### src/rtl/nss_ram.sv
// Generic single-write, single-read RAM with registered read data.
module nss_ram #(
  parameter int WIDTH = 8,
  parameter int DEPTH = 16
) (
  input  logic                                      clk,
  input  logic                                      wr_en,
  input  logic [((DEPTH > 1) ? $clog2(DEPTH) : 1)-1:0] wr_addr,
  input  logic [WIDTH-1:0]                          wr_data,
  input  logic                                      rd_en,
  input  logic [((DEPTH > 1) ? $clog2(DEPTH) : 1)-1:0] rd_addr,
  output logic [WIDTH-1:0]                          rd_data
);

  logic [WIDTH-1:0] mem [DEPTH];

  always_ff @(posedge clk) begin
    if (wr_en) begin
      mem[wr_addr] <= wr_data;
    end
    if (rd_en) begin
      rd_data <= mem[rd_addr];
    end
  end

endmodule

### config.mk
export PLATFORM = sky130hd
export DESIGN_NAME = nss_ram
export DESIGN_NICKNAME = d
export VERILOG_FILES = /design/src/rtl/nss_ram.sv
export SDC_FILE = /design/constraint.sdc
export NUM_CORES = 1
export LEC_CHECK = 0
export BUFFER_PORTS_ARGS = -buffer_cell sky130_fd_sc_hd__buf_2
export CAP_MARGIN = 20
export CORE_MARGIN = 5
export CORE_UTILIZATION = 54
export DETAILED_ROUTE_END_ITERATION = 12
export GPL_TIMING_DRIVEN = 0
export PLACE_DENSITY = 0.74
export SLEW_MARGIN = 20
export SYNTH_ARGS = -nofsm -noshare
export SYNTH_HDL_FRONTEND = slang
export SYNTH_SLANG_ARGS = --single-unit
export TNS_END_PERCENT = 30
### constraint.sdc
create_clock -name clk -period 1.6 [get_ports clk]
set_input_delay 0.08 -clock clk [delete_from_list [all_inputs] [get_ports clk]]
set_output_delay 0.08 -clock clk [all_outputs]
set_load 0.005 [all_outputs]
# == Yosys cells after proc, flatten, opt, wreduce, memory -nomap -nowiden ==
# Memories as Yosys holds them, arrays and structs flattened. A register that Yosys moved wholly into a read port is not among the register bits.
# Cells that the tools add are included.
# totals
in_bits,19
out_inout_bits,8
memories,1
latchBits,0
word_cells,3
register_bits,0
mem_bits_ro,0
ram_bits,128
# memory_table
name,depth,word_bits,read_ports,rd_clocked_by_memory_dff,wr,line_no,rtl
mem,16,8,1,1,1,15,logic [WIDTH-1:0] mem [DEPTH];
# op_classes
mul,0
order_cmp,0
shifts,0
eq_ne,0
muxes,2
n_div,0
n_reduce_logical,0
add_sub_neg,0
n_bitwise,0
# ops
op,count
1-bit two-way mux,2

# == Depth between registers and ports, before layout ==
# depth
word_depth,2
depth_mapped,5
mapped_depth_nobuf,3

# == Worst setup path before layout ==
# No wires, ideal clock.
# synth_timing
kind,input to register
startpoint,input wr_addr[2] in the netlist's numbering
endpoint,"memory mem[0][0], enable pin"
setup_ns,0.383
t_required_ns,1.217
arrival_time_ns,1.190
slack_ns,0.027
stages,2
path_buffers,0
cell_sequence,or3b_2 -> nor3_1
# synth_lines
element,line_no,rtl
start: declaration,8,"input logic [((DEPTH > 1) ? $clog2(DEPTH) : 1)-1:0] wr_addr,"
end: declaration,15,
# No word-level cell before the write port.

==> results_dict.tcl <==
set metrics [dict create \
    multi_input_area_sq_um 1080 \
    criticalPathCategory "flop to flop" \
    async_flop_share 0 \
    synth_seq_cells 136 \
    fin_area_sq_um 6130 \
    grt_usage 0.189 \
    wirelength_mm 10.0 \
    cts_setup_buffers 0 \
    antenna_found_initial 0 \
    fmax_mhz 663 \
    die_height_um 108 \
    endpoint_kind "flop" \
    tightest_slew_ps 811 \
    whs_ps 93.9 \
    period_needed_ps 1510 \
    syn_nets 248 \
    skew_ps 4.23 \
    crit_arrival_ps 1770 \
    ys_types 18 \
    critPathLaunchType "flop" \
    grt_start_max_net_pins 17 \
    seq_area_frac_synth 0.781 \
    cts_buffer_depth 2 \
    cts.sinks 136 \
    min_path_type "input pin to flop" \
    synth.most_common_cell "edfxtp_1" \
    ios 27 \
    syn_area_sq_um 5230 \
    vias 2472 \
    drtIter0Drc 169 \
    ant_nets 0 \
    fillers 622 \
    synth_edf_count 136 \
    numCtsBuffers 17 \
    slew_headroom 0.458 \
    n_antenna_cell 0 \
    first_global_vias 2524 \
    nets 301 \
    ir_drop_mv 0.590 \
    synth_top_area_cell "edfxtp_1" \
    rows 36 \
    drt-pass1-iter-count 5 \
    overflow 0 \
    cp.buffers_inverters 0 \
    routabilityCongestion 0.729 \
    syn_inst 229 \
    ys_dominant_reg_cell "edfxtp_1" \
    avgSynthCellArea_sq_um 22.8 \
    finalPower_mw 7.71 \
    htreeDepth 4 \
    p_leak_nw 2.04 \
    avgViaCountPerCell 5.79 \
    cp_top_family "multiplexers" \
    slowest_stage "mux4_1" \
    grt_pass1_wl_mm 15.0 \
    die_w_um 108 \
    dp_slack_ps -177 \
    yosys-top-cells-count "136 x edfxtp_1, 18 x mux4_2, 16 x a22oi_1, 14 x mux4_1, 13 x nor2_1" \
    power.density_nw_per_um2 1260 \
    synth_top_area_frac 0.781 \
    drive_gt1_frac 0.269 \
    cts_tree "yes" \
    outcome "complete, no violations" \
    wl_per_cell_um 23.5 \
    regArea_sq_um 4080 \
    fin_crit_sh 0.943 \
    route.detailed.drc 0 \
    worstPathMaxFanout 1 \
    core_area_sq_um 9590 \
    clk_pin_slew_worst_paths_ps 50 \
    hpwl_mm 6.30 \
    clkLatencyLatePin_ps 510 \
    fin_ws_ps 91.8 \
    setup_viol_count_final 0 \
    drv_cap 0 \
    synth_area_leaders "edfxtp_1 78%, mux4_2 7.8%, mux4_1 7.0%, a22oi_1 2.3%, nor2_1 0.93%" \
    grt_setup_unrepaired "false" \
    drv_slew 0 \
    io_buffers 25 \
    hold_viol_final 0 \
    placed_area_sq_um 5540 \
    die_area_sq_um 11700 \
    syn_to_final_growth_pct 17.3 \
    ys_warn_count 0 \
    worst_path_largest_cell_delay_ps 560 \
    cp.required_ps 1860 \
    start_util 0.545 \
    cp_cell_sequence "mux4_1, a22oi_1, nand2_1" \
    root_buffer "clkbuf_8" \
]
metrics by stage:
step	setup TNS [ps]	utilization	std cells
floorplan	0	-	229
global placement	-11300	0.575	387
detailed placement	-5020	0.577	387
CTS	0	0.639	427
global route	0	0.639	427
finish	0	0.639	427
worst reg2reg max path: stages (launching register included):
cell and delay [ps]:
edfxtp_1 370, mux4_1 560, a22oi_1 250, nand2_1 80
final cells by class:
cell class                 instances  area share
timing repair buffer              34      0.0351
sequential                       136       0.666
buffer                            10      0.0141
clock buffer                      25      0.0725
multi-input combinational         83       0.177
tap                              133      0.0271
clock inverter                     6     0.00837
placed cells by master, fill, tap and decap left out, types with 2 or more instances in the layout:
cell / n
nand3b_1: 2
buf_2: 28
mux4_1: 14
clkdlybuf4s25_2: 3
mux4_2: 18
a22oi_1: 15
buf_6: 3
clkinv_2: 2
edfxtp_1: 136
clkbuf_16: 16
dlygate4sd3_1: 9
clkinv_1: 3
nand2_1: 9
nor2_1: 13
nand2b_1: 2
nor3_2: 4
clkbuf_1: 8
registers in the layout, summed over array words and instances (netlist names):
signal,cells
mem,128
rd_data,8
where the power goes:
part	leakage (nW)	switching (mW)	internal [mW]
Sequential	1.24	0.0184	4.02
Clock	0.240	1.26	2.03
Combinational	0.560	0.223	0.170
worst paths after layout:
kind / depth (start not counted) / slack [ps] / to / startpoint
worst max-delay path: 3 / 90 / rd_data[1] / mem[6][1]
worst min register to register: 3 / 770 / rd_data[5] / mem[8][5]
worst min-delay path: 2 / 90 / mem[4][6] / wr_addr[0]
worst max register to register: 3 / 90 / rd_data[1] / mem[6][1]
per-layer routing:
metal	wire length [um]	vias to the layer above	track usage
li1	-	1089	-
met1	4140	1271	0.256
met2	5040	103	0.296
met3	728	9	0.0573
met4	114	0	0.0649
met5	0	-	0
timing repair:
item / in CTS / in global routing
endpoints found under the setup margin: 1 / 0
hold buffers: 9 / 0
hold endpoints to repair: 136 / 0
resized for setup: 1 / 0
kinds of logic (layout without fill, tap and decap cells):
family	Yosys count	after routing	share of synthesized area
flip-flops	136	136	0.781
multiplexers	32	32	0.148
AND/OR/NAND/NOR	35	35	0.0314
AO/OA/AOI/OAI	16	16	0.0230
buffers and inverters	10	75	0.0165
Note: power is estimated with default switching activity, not from simulation.
