`src/rtl/nss_pkg.sv`:
```
// Shared constants, field layout and types for the nearest segment search.
package nss_pkg;

  // Coordinate and distance widths (signed Q8.16 in, unsigned Q20.32 out)
  localparam int COORD_BITS = 24;
  localparam int ENTRY_BITS = 3 * COORD_BITS;
  localparam int DIFF_BITS  = COORD_BITS + 1;
  localparam int MAG_BITS   = COORD_BITS;
  localparam int SQ_BITS    = 2 * MAG_BITS;
  localparam int DIST_BITS  = 52;

  // Field widths
  localparam int IDX_BITS   = 6;
  localparam int COUNT_BITS = 7;
  localparam int SPAN_BITS  = 6;

  // Stream payload layout
  localparam int IN_FIELD_BITS  = IDX_BITS + ENTRY_BITS;
  localparam int IN_DATA_BITS   = ((IN_FIELD_BITS + 7) / 8) * 8;
  localparam int IN_PAD_BITS    = IN_DATA_BITS - IN_FIELD_BITS;
  localparam int OUT_FIELD_BITS = 3 * IDX_BITS + DIST_BITS;
  localparam int OUT_DATA_BITS  = ((OUT_FIELD_BITS + 7) / 8) * 8;
  localparam int OUT_PAD_BITS   = OUT_DATA_BITS - OUT_FIELD_BITS;

  // Configuration port
  localparam int CFG_INDEX_BITS = 1;
  localparam int CFG_DATA_BITS  = COUNT_BITS;

  localparam logic [CFG_INDEX_BITS-1:0] REG_SEGMENT_COUNT = 1'b0;
  localparam logic [CFG_INDEX_BITS-1:0] REG_NEIGHBOR_SPAN = 1'b1;

  // Opcodes carried on in_tuser
  localparam logic OP_LOAD  = 1'b0;
  localparam logic OP_QUERY = 1'b1;

  // Control travelling with each entry down the distance pipeline
  typedef struct packed {
    logic valid;
    logic last;
  } tag_t;

endpackage

```
`src/rtl/nss_dist.sv`:
```
// Squared-distance pipeline: difference, square, sum, one register each.
module nss_dist #(
  parameter int AW = 6
) (
  input  logic                             clk,
  input  logic                             rst_n,
  input  nss_pkg::tag_t                    tag_in,
  input  logic [AW-1:0]                    idx_in,
  input  logic [nss_pkg::ENTRY_BITS-1:0]   rd_data,
  input  logic [nss_pkg::ENTRY_BITS-1:0]   q_point,
  output nss_pkg::tag_t                    tag_out,
  output logic [AW-1:0]                    idx_out,
  output logic [nss_pkg::DIST_BITS-1:0]    dist_out
);
  import nss_pkg::*;

  tag_t                tag1_r, tag2_r, tag3_r, tag4_r;
  logic [AW-1:0]       idx1_r, idx2_r, idx3_r, idx4_r;
  logic [MAG_BITS-1:0] mag_nxt [3];
  logic [MAG_BITS-1:0] mag2_r  [3];
  logic [SQ_BITS-1:0]  sq3_r   [3];
  logic [DIST_BITS-1:0] sum4_r;

  // |centre - query| per axis; magnitude always fits COORD_BITS
  always_comb begin
    logic [COORD_BITS-1:0] c, q;
    logic [DIFF_BITS-1:0]  d;
    for (int k = 0; k < 3; k++) begin
      c = rd_data[k*COORD_BITS +: COORD_BITS];
      q = q_point[k*COORD_BITS +: COORD_BITS];
      d = {c[COORD_BITS-1], c} - {q[COORD_BITS-1], q};
      mag_nxt[k] = d[DIFF_BITS-1] ? MAG_BITS'(-d) : MAG_BITS'(d);
    end
  end

  always_ff @(posedge clk) begin
    if (!rst_n) begin
      tag1_r <= '0;
      tag2_r <= '0;
      tag3_r <= '0;
      tag4_r <= '0;
    end else begin
      tag1_r <= tag_in;
      tag2_r <= tag1_r;
      tag3_r <= tag2_r;
      tag4_r <= tag3_r;
    end
    idx1_r <= idx_in;
    idx2_r <= idx1_r;
    idx3_r <= idx2_r;
    idx4_r <= idx3_r;
    for (int k = 0; k < 3; k++) begin
      mag2_r[k] <= mag_nxt[k];
      sq3_r[k]  <= SQ_BITS'(mag2_r[k]) * SQ_BITS'(mag2_r[k]);
    end
    // three squares below 2^48 never reach the 52-bit ceiling
    sum4_r <= DIST_BITS'(sq3_r[0]) + DIST_BITS'(sq3_r[1]) + DIST_BITS'(sq3_r[2]);
  end

  assign tag_out  = tag4_r;
  assign idx_out  = idx4_r;
  assign dist_out = sum4_r;

endmodule

```
`config.mk`:
```
export PLATFORM = sky130hd
export DESIGN_NAME = nss_dist
export DESIGN_NICKNAME = d
export VERILOG_FILES = /design/src/rtl/nss_pkg.sv /design/src/rtl/nss_dist.sv
export SDC_FILE = /design/constraint.sdc
export NUM_CORES = 2
export LEC_CHECK = 0
export BUFFER_PORTS_ARGS = -buffer_cell sky130_fd_sc_hd__buf_2
export CORE_MARGIN = 5
export CORE_UTILIZATION = 60
export DETAILED_ROUTE_END_ITERATION = 8
export PLACE_DENSITY = 0.77
export SYNTH_ARGS = -nofsm -noshare
export SYNTH_HDL_FRONTEND = slang
export SYNTH_SLANG_ARGS = --single-unit
```
`constraint.sdc`:
```
create_clock -name clk -period 11.5 [get_ports clk]
set_clock_uncertainty 0.15 [all_clocks]
set_input_delay 2.3 -clock clk [delete_from_list [all_inputs] [get_ports clk]]
set_output_delay 2.3 -clock clk [all_outputs]
set_load 0.02 [all_outputs]
```
---- After elaboration in Yosys (flattened, before gate mapping) ----
Memory sizes are Yosys's and may differ from the RTL's.
Cells that the tools add are included.
storage, ports and cells
  register bits after elaboration ......... 84
  memories ................................ 2
  word-level logic and storage cells ...... 29
  output and inout bits ................... 60
  RAM bits ................................ 216
memories
  name    words  bits a word  read ports  clocked after memory_dff  write ports  RTL line        RTL
  sq3_r   3      48           3           0                         3            nss_dist.sv:21  logic [SQ_BITS-1:0] sq3_r [3];
  mag2_r  3      24           3           0                         3            nss_dist.sv:20  logic [MAG_BITS-1:0] mag2_r [3];
operators by class
  $add $sub $neg .......................... 8
  mux-type cells .......................... 3
  multipliers ............................. 3
operators by type and width
  cell              count
  $mul A24 B24 Y48  3
  $sub A24 B24 Y25  3
  $mux W24          3
  $neg A24 Y24      3
  $add A49 B48 Y50  1
  $add A48 B48 Y49  1

---- Longest topological paths before layout ----
  depth after elaboration ................. 3
  depth in mapped cells ................... 28

---- Worst setup path before layout ----
OpenSTA, ideal clock, no wires.
  kind .................................... flip-flop to flip-flop
  start ................................... memory mag2_r[0][41] (netlist name)
  end ..................................... memory sq3_r[0][92] (netlist name)
  slack ................................... 3.857 ns
  stages on the path, launching flop included .. 27
  arrival ................................. 7.366 ns
  clock period less this slack ............ 7.643 ns
  library setup time ...................... 0.127 ns
  path buffers ............................ 2
  required time ........................... 11.223 ns
  path through ............................ dfxtp_1 clkbuf_1 clkbuf_1 nand2_1 fa_1 inv_1 fa_1 inv_1 fa_1 fa_1 inv_1 fa_1 fa_1 inv_1 fa_1 inv_1 ha_1 a21o_1 a21o_1 a221o_1 a221o_1 a41oi_1 o31ai_1 a21oi_1 nor4b_2 nor4_1 or3b_1
RTL lines
  item             RTL line
  start, declared  nss_dist.sv:20
  end, declared    nss_dist.sv:21

==> results by group <==
Final layout
  • Share of layout cells above drive strength 1: 0.0529
  • Ant. Diodes: 0
  • Area delta synth->final: 5.75%
  • Commonest non-fill, non-tap cell in the layout: inv_1
  • Fin nets: between 9,000 and 10,000
  • Fill count: approximately 8,500
  • Commonest non-fill, non-tap cells in the layout: inv_1 (1,920), fa_1 (1,316), ha_1 (651)
  • Finished Layout Cells: about 8,400

CTS
  • Worst-path clk slew: 0.06 ns
  • CTS tree: done
  • Maximum clock insertion buffer count: 3
  • TritonCTS Buffers: 35
  • Sinks on Clock Net: approximately 300
  • # hold bufs at CTS: 0
  • Root buffer cell: clkbuf_16
  • Clk Latency, worst-skew pair: just over 0.6 ns
  • H-Tree Depth: 2
  • Resize count post-CTS: 0
  • Post-CTS Setup Inserts: 0

STA
  • Setup TNS: 0 ns
  • PnR worst setup slack: between 2 and 3 ns
  • Tightest Pin Transition: about 1.2 ns
  • WHS: 0.176 ns
  • Relative slew slack: 0.196
  • Final Hold Violating Endpoints: 0
  • RSZ-0062 raised after global routing: no
  • Fmax achieved: 0.117 GHz
  • Endpoints failing setup: 0
  • Slew Limit Fails: 0
  • Period utilisation layout: 0.746
  • Minimum clock period: roughly 8.6 ns

Floorplan
  • Boundary pin count: 214
  • Die width: 335 um
  • Initial Util: 0.603
  • Core area: approximately 0.10 mm^2
  • Full die area: ~0.11 mm^2
  • Rows: about 120
  • DIE HEIGHT: 335 um

Placed design
  • Port Buffers: 211
  • Placer Congestion: 0.931
  • Cells after DPL: 8,365
  • Place WS: between 2 and 3 ns
  • Post-DP HPWL: 120,000 um

Drt
  • Initial drt markers: ~2,700
  • WL final: 146,000 um
  • Wirelength per Cell: between 15 and 20 um
  • DR vias/cell: between 5 and 6
  • Vias: 45,400
  • First-pass iteration count of the detailed router: 5
  • DRC viols: 0
  • Antenna Violating Nets Remaining: 0

Global routing
  • Total track usage: 0.267
  • First-pass GRT wire length: approximately 240,000 um
  • Largest net degree at the start of global routing: 27
  • Gr ovfl total: 0
  • Initial antenna violation count: 8
  • Vias in the first global route: around 49,000

Critical path
  • CP Class: flop to flop
  • CP required: between 10 and 15 ns
  • Largest fanout on the critical path: 24
  • Worst Setup Start Kind: flop
  • Reg2reg path depth: 24
  • Setup crit end kind: flop
  • CP Data Arrival Time: about 9 ns

Logic synthesis
  • Sequential share of the synthesized area: 0.0933
  • Avg Synthesized Cell Area: between 9 and 10 um^2
  • Async S/R FF share, synth: 0
  • Ys flop type: dfxtp_1
  • EDFF count, synth: 0
  • FF+latch count, synth: ~300
  • Synthesized instance count: ~6,900
  • Count of different cell masters after synthesis: between 80 and 90
  • Yosys Warn Count: 0
  • Mapped Area: about 0.063 mm^2

Status
  • Status: complete, no violations

Job
  • Max_cap viols: 0

Worst hold path
  • Hold-critical path depth: 0
  • Hold WC Path Type: flop to flop
-- flip-flops by register name, summed over array words and instances (netlist names) --
| register | cells |
|---|---|
| idx2_r | 6 |
| idx1_r | 6 |
| dist_out | 50 |
| mag2_r | 72 |
| idx_out | 6 |
| idx3_r | 6 |
| tag1_r | 2 |
| tag_out | 2 |
| tag2_r | 2 |
| sq3_r | 141 |
| tag3_r | 2 |
-- metal layers --
metal  vias up  share of wire  global-route usage
met5         -       0.000089                   0
met4         2          0.042               0.100
met3       356          0.064              0.0369
met2      1398           0.50               0.460
met1     22700           0.40               0.348
li1      21000              -                   -
-- Yosys cell counts, drive strengths merged (7+ instances only) --
library cell / instances / share of area
a21boi: 10 / 0.0012
and3: 23 / 0.0023
nand3: 60 / 0.0047
ha: 651 / 0.13
nand4: 25 / 0.0025
mux2i: 9 / 0.0014
a221oi: 14 / 0.0020
o21ai: 117 / 0.0093
o211ai: 22 / 0.0027
dfxtp: 295 / 0.093
o31ai: 26 / 0.0034
nor3: 40 / 0.0032
xor2: 108 / 0.015
and2: 363 / 0.036
xnor2: 204 / 0.028
a21oi: 233 / 0.019
a31oi: 30 / 0.0032
nor2: 192 / 0.012
or3: 7 / 0.00077
fa: 1316 / 0.42
or2: 18 / 0.0018
nor2b: 41 / 0.0041
nand2b: 31 / 0.0031
nand2: 586 / 0.035
a311oi: 7 / 0.00097
o21bai: 29 / 0.0034
clkbuf: 189 / 0.011
nor4: 14 / 0.0016
a211oi: 24 / 0.0028
inv: 1921 / 0.11
a21o: 125 / 0.015
o21a: 47 / 0.0056
-- worst paths after layout --
path	startpoint	endpoint	slack, ns
worst min register to register	idx1_r[1]	idx2_r[1]	0.18
worst max-delay path	mag2_r[0][26]	sq3_r[0][92]	2.92
worst min-delay path	idx1_r[1]	idx2_r[1]	0.18
worst max register to register	mag2_r[0][26]	sq3_r[0][92]	2.92
-- critical path, stage by stage, from the launching register on --
cell	delay, ns
dfxtp_1	0.99
nand2_1	0.27
fa_1	0.59
inv_1	0.06
fa_1	0.55
inv_1	0.06
fa_1	0.52
fa_1	0.52
inv_1	0.05
fa_1	0.49
fa_1	0.50
inv_1	0.05
fa_1	0.47
inv_1	0.04
ha_1	0.33
a21o_1	0.19
a21o_1	0.17
a221o_1	0.33
a221o_1	0.33
a41oi_1	0.42
o31ai_1	0.23
a21oi_1	0.24
nor4b_2	0.36
nor4_1	0.09
or3b_1	0.39
-- logic make-up (layout without fill, tap and decap cells) --
| logic type | Yosys count | in the layout | synth area share |
|---|---|---|---|
| compound gates | 768 | 768 | 0.0801 |
| xor+xnor | 312 | 312 | 0.0433 |
| fa+ha+maj | 1967 | 1967 | 0.545 |
| buf+inv | 2116 | 2246 | 0.126 |
| flops | 295 | 295 | 0.0933 |
| mux | 13 | 13 | 0.00213 |
| other cells | 1 | 5 | 0.0000592 |
| simple gates | 1429 | 1429 | 0.110 |
-- metrics by stage --
step	utilization	cell area, um^2
2_1_floorplan	-	63300
6_report	0.638	66900
3_5_place_dp	0.626	65800
3_3_place_gp	0.626	65800
4_1_cts	0.638	66900
5_1_grt	0.638	66900
-- layout make-up --
type,count,area [um^2],area share
Clock buffer,44,970,0.0145
Clock inverter,17,208,0.00310
Inverter,1921,7210,0.108
Multi-Input combinational cell,4494,49400,0.739
Sequential cell,295,5910,0.0882
Tap cell,1391,1740,0.0260
Timing Repair Buffer,264,1450,0.0217
Power is left out: the tool's default activity adds up to more than one toggle a clock period on the data nets, which glitch-free logic cannot reach.
